**config.mk**
```make
export PLATFORM = sky130hd
export DESIGN_NAME = pfs_entry_update
export DESIGN_NICKNAME = d
export VERILOG_FILES = /design/src/rtl/pfs_pkg.sv /design/src/rtl/pfs_entry_update.sv
export SDC_FILE = /design/constraint.sdc
export NUM_CORES = 1
export LEC_CHECK = 0
export ABC_AREA = 1
export ABC_CLOCK_PERIOD_IN_PS = 4250
export BUFFER_PORTS_ARGS = -buffer_cell sky130_fd_sc_hd__buf_2
export CELL_PAD_IN_SITES_DETAIL_PLACEMENT = 0
export CELL_PAD_IN_SITES_GLOBAL_PLACEMENT = 2
export CORE_ASPECT_RATIO = 1.5
export CORE_UTILIZATION = 31
export DETAILED_ROUTE_END_ITERATION = 10
export GPL_TIMING_DRIVEN = 1
export PLACE_DENSITY_LB_ADDON = 0.1
export SYNTH_ARGS = -nofsm -noshare
export SYNTH_HDL_FRONTEND = slang
export SYNTH_SLANG_ARGS = --single-unit
```
**constraint.sdc**
```tcl
create_clock -name vclk -period 4.25
set_input_delay 0.6375 -clock vclk [all_inputs]
set_output_delay 0.6375 -clock vclk [all_outputs]
set_load 0.01 [all_outputs]
```
**src/rtl/pfs_pkg.sv**
```systemverilog
`timescale 1ns / 1ps
// Shared types and constants for the palette fade sequencer.
// No dependencies.
package pfs_pkg;

    localparam int PALETTE_ENTRIES_DEF = 256;
    localparam int CFG_IDX_W           = 3;
    localparam int CFG_DATA_W          = 16;

    localparam logic [2:0] OP_WRITE_TGT = 3'd0;
    localparam logic [2:0] OP_START     = 3'd1;
    localparam logic [2:0] OP_TICK      = 3'd2;
    localparam logic [2:0] OP_KEY       = 3'd3;
    localparam logic [2:0] OP_READ_CUR  = 3'd4;

    localparam logic [1:0] PH_FADE_IN  = 2'd0;
    localparam logic [1:0] PH_HOLD     = 2'd1;
    localparam logic [1:0] PH_FADE_OUT = 2'd2;

    localparam logic [CFG_IDX_W-1:0] CFG_STEP      = 3'd0;
    localparam logic [CFG_IDX_W-1:0] CFG_FADE_IN   = 3'd1;
    localparam logic [CFG_IDX_W-1:0] CFG_HOLD      = 3'd2;
    localparam logic [CFG_IDX_W-1:0] CFG_HOLD_KEY  = 3'd3;
    localparam logic [CFG_IDX_W-1:0] CFG_CUE_TICK  = 3'd4;
    localparam logic [CFG_IDX_W-1:0] CFG_CUE_EN    = 3'd5;

    localparam logic [7:0]  RST_STEP     = 8'd8;
    localparam logic [7:0]  RST_FADE_IN  = 8'd64;
    localparam logic [15:0] RST_HOLD     = 16'd60;
    localparam logic [7:0]  RST_CUE_TICK = 8'd32;

    typedef struct packed {
        logic [2:0] operation;
        logic [7:0] entry_index;
        logic [7:0] target_red;
        logic [7:0] target_green;
        logic [7:0] target_blue;
    } t_in_item;

    typedef struct packed {
        logic [1:0] phase_now;
        logic       fade_done;
        logic       cue_pulse;
        logic [7:0] current_red;
        logic [7:0] current_green;
        logic [7:0] current_blue;
    } t_out_item;

    typedef struct packed {
        logic [7:0] red;
        logic [7:0] green;
        logic [7:0] blue;
    } t_rgb;

    typedef struct packed {
        logic       lower;
        logic [7:0] step;
    } t_upd_ctrl;

endpackage

```
**src/rtl/pfs_entry_update.sv**
```systemverilog
`timescale 1ns / 1ps
// Per-entry color update: raise toward target or lower toward black.
// Depends on pfs_pkg.
module pfs_entry_update (
    input  pfs_pkg::t_rgb      i_cur,
    input  pfs_pkg::t_rgb      i_tgt,
    input  pfs_pkg::t_upd_ctrl i_ctrl,
    output pfs_pkg::t_rgb      o_new
);
    import pfs_pkg::*;

    function automatic logic [7:0] raise_chan(input logic [7:0] cur, input logic [7:0] tgt,
                                              input logic [7:0] step);
        logic [7:0] diff;
        diff = tgt - cur;
        if (cur < tgt) begin
            return (diff > step) ? cur + step : tgt;
        end
        return cur;
    endfunction

    function automatic logic [7:0] lower_chan(input logic [7:0] cur, input logic [7:0] step);
        return (cur > step) ? cur - step : 8'd0;
    endfunction

    always_comb begin
        if (i_ctrl.lower) begin
            o_new.red   = lower_chan(i_cur.red,   i_ctrl.step);
            o_new.green = lower_chan(i_cur.green, i_ctrl.step);
            o_new.blue  = lower_chan(i_cur.blue,  i_ctrl.step);
        end else begin
            o_new.red   = raise_chan(i_cur.red,   i_tgt.red,   i_ctrl.step);
            o_new.green = raise_chan(i_cur.green, i_tgt.green, i_ctrl.step);
            o_new.blue  = raise_chan(i_cur.blue,  i_tgt.blue,  i_ctrl.step);
        end
    end

endmodule

```
==> impl_metrics.tcl <==
set metrics [dict create \
    core_area_sq_mm 0.0147 \
    gp_congestion 0.836 \
    die_h_microns 153 \
    seqCellArea_sq_um 0 \
    grt_overflow 0 \
    hold_viol 0 \
    nClkBuffers 0 \
    path_max_fanout 5 \
    viasPerCell 4.89 \
    grtUsageTotal 0.214 \
    status "complete, no violations" \
    finalWirelength_microns 16600 \
    use_met3 0.00457 \
    grt_pass1_vias 5236 \
    finalSetupTns_ps 0 \
    yosys.area.top_type "ha_1" \
    finalPower_uw 973 \
    p_leak_uw 0.00322 \
    finalSetupViolCount 0 \
    slew_violations 0 \
    max_freq_ghz 0.247 \
    cp-end-kind "primary output" \
    grt_start_max_net_pins 26 \
    postCtsHoldBufs 0 \
    final_area_sq_mm 0.00541 \
    setup.worst_path.end "o_new[6]" \
    rows 54 \
    finalCriticalPeriod_ps 4040 \
    drtIter0Drc 262 \
    die_area_sq_mm 0.0157 \
    antenna_found_initial 0 \
    ios 81 \
    initial_core_util 0.321 \
    maxCapViolations 0 \
    die_x_microns 103 \
    vdd_drop_max_mv 0.0729 \
    syn-num-nets 971 \
    syn_inst 812 \
    use_met1 0.256 \
    synth_top_cell_area_share 0.247 \
    syn_area_per_cell_sq_um 5.79 \
    placed_area_sq_mm 0.00534 \
    power.density_mw_per_mm2 180 \
    busiest_layer "met2" \
    netlist_area_sq_mm 0.00470 \
    seq_cells 0 \
    ys_warn_count 0 \
    grt_pass1_wl_microns 26400 \
    slew_headroom 0.527 \
    hold_class "input pin to primary output" \
    worst-endpoint-arrival_ps 3400 \
    crit_required_ps 3610 \
    yosys-top-cells-area "ha_1 (25%), nand2_1 (22%), inv_1 (11%), nand3_1 (7.3%), a21oi_1 (5.2%)" \
    period_share 0.951 \
    drcViolationCount 0 \
    portBuffers 81 \
    drtPass1Iterations 4 \
    cp-start-kind "input pin" \
    crit_start "i_tgt[0]" \
    hold_slack_ps 1700 \
    final_net_count 1056 \
    synth_cell_types 41 \
    met2_usage 0.420 \
    syn_to_final_growth_pct 15.1 \
    tightest_slew_ps 708 \
    crit_type "input pin to primary output" \
    dp_hpwl_microns 14200 \
    drive_above_1_share 0.159 \
    vias 5330 \
    wl_per_cell_microns 15.2 \
    num_antenna_cells 0 \
    antenna_left 0 \
    ys_seq_area_frac 0 \
]
-- cells by family (layout without fill, tap and decap cells) --
family          after synthesis  count (layout)  share of synthesized area
compound gates              106             106                      0.144
xor+xnor                     28              28                     0.0522
fa+ha+maj                   102             102                      0.286
buf+inv                     149             232                      0.128
simple gates                427             427                      0.390
-- critical path: stages --
cell and delay [ps]:
buf_2 90, inv_1 90, ha_1 150, inv_1 60, fa_1 400, nand2_1 90
nand2_1 120, a31oi_1 210, xnor2_1 90, ha_1 280, nand2_1 70, nor2_1 140
nand4_1 150, a21boi_0 160, buf_4 170, nand2_1 60, nand3_1 90, nand2_1 80
nand2_1 50, nand2_1 80, buf_2 120
-- per-layer routing --
| metal | vias to the layer above | share of wire |
|---|---|---|
| met4 | 0 | 0.012 |
| met5 | - | 0 |
| met2 | 99 | 0.54 |
| met1 | 2433 | 0.42 |
| met3 | 10 | 0.027 |
| li1 | 2788 | - |
-- cell usage after synthesis --
| cell | number |
|---|---|
| a21oi_1 | 49 |
| nor3_2 | 1 |
| nor2_2 | 2 |
| o211ai_1 | 4 |
| buf_4 | 3 |
| nor2_1 | 38 |
| a21boi_1 | 2 |
| xnor2_1 | 11 |
| nand2_1 | 274 |
| a21boi_0 | 3 |
| a21o_1 | 9 |
| buf_2 | 6 |
| a21oi_2 | 3 |
| a21oi_4 | 3 |
| inv_1 | 132 |
| nand2_2 | 4 |
| o21bai_1 | 6 |
| xor2_1 | 17 |
| or2_2 | 7 |
| and2_4 | 1 |
| clkbuf_1 | 1 |
| o21ai_2 | 3 |
| nand3_2 | 5 |
| nand4_1 | 20 |
| a22oi_2 | 2 |
| buf_8 | 1 |
| nand3b_1 | 1 |
| nor2_4 | 1 |
| o21ai_1 | 4 |
| o21ai_0 | 9 |
| a21boi_2 | 1 |
| fa_1 | 9 |
| nand3_1 | 69 |
| clkbuf_2 | 1 |
| inv_2 | 3 |
| clkbuf_8 | 1 |
| nor3_1 | 3 |
| inv_4 | 1 |
| nor4_1 | 1 |
| ha_1 | 93 |
| a31oi_1 | 8 |
-- per-stage QoR --
stage,worst slack [ps],instances,utilization
finish,209,1091,0.369
global route,-16.4,1091,0.369
CTS,145,1086,0.364
detailed placement,155,1086,0.364
global placement,191,1086,0.364
floorplan,655,812,-
-- how the worst min path moves through the flow --
stage                     startpoint         to  slack, ps  cells past startpoint
final                       i_cur[0]   o_new[0]       1700                      6
after global routing        i_cur[0]   o_new[0]       1750                      6
after CTS                   i_cur[0]   o_new[0]       1710                      6
after detailed placement    i_cur[0]   o_new[0]       1710                      6
after global placement     i_cur[23]  o_new[23]       1710                      6
after floorplan            i_cur[16]  o_new[16]       1480                      4
-- final cells by class --
class | instances | area (sq um)
Inverter | 136 | 513
Tap cell | 196 | 245
Fill cell | 1702 | 9250
Multi-Input combinational cell | 663 | 4140
Timing Repair Buffer | 96 | 518
-- layout by cell type, fill, tap and decap left out --
cell type / instances
nand3_2: 5
nor3_2: 1
and2_4: 1
a21boi_1: 2
nand2_2: 5
a22oi_2: 2
a21oi_2: 6
nor2_1: 37
o21ai_1: 4
o211ai_1: 4
o21ai_2: 3
inv_1: 130
ha_1: 92
nor4_1: 1
buf_2: 81
or2_2: 7
nor2_4: 1
o21bai_1: 6
a21boi_0: 3
fa_1: 9
a21oi_1: 46
ha_4: 1
inv_2: 5
a21boi_2: 1
nor2_2: 3
a21oi_4: 3
buf_4: 15
inv_4: 1
nand3b_1: 1
nand3_1: 69
xor2_1: 17
nand2_1: 272
nand4_1: 20
xnor2_1: 11
a21o_1: 9
nor3_1: 3
nand2_4: 1
a31oi_1: 8
o21ai_0: 9
-- repair_timing --
action | in CTS | in global routing
setup buffers | 0 | 5
endpoints found under the setup margin | 0 | 24
resized for setup | 0 | 10
-- report_power, final --
| part | internal, uW | total, uW | switching (uW) |
|---|---|---|---|
| clock network | 0 | 0 | 0 |
| logic | 365 | 973 | 608 |
| registers | 0 | 0 | 0 |
(Power assumes the default switching activity.)
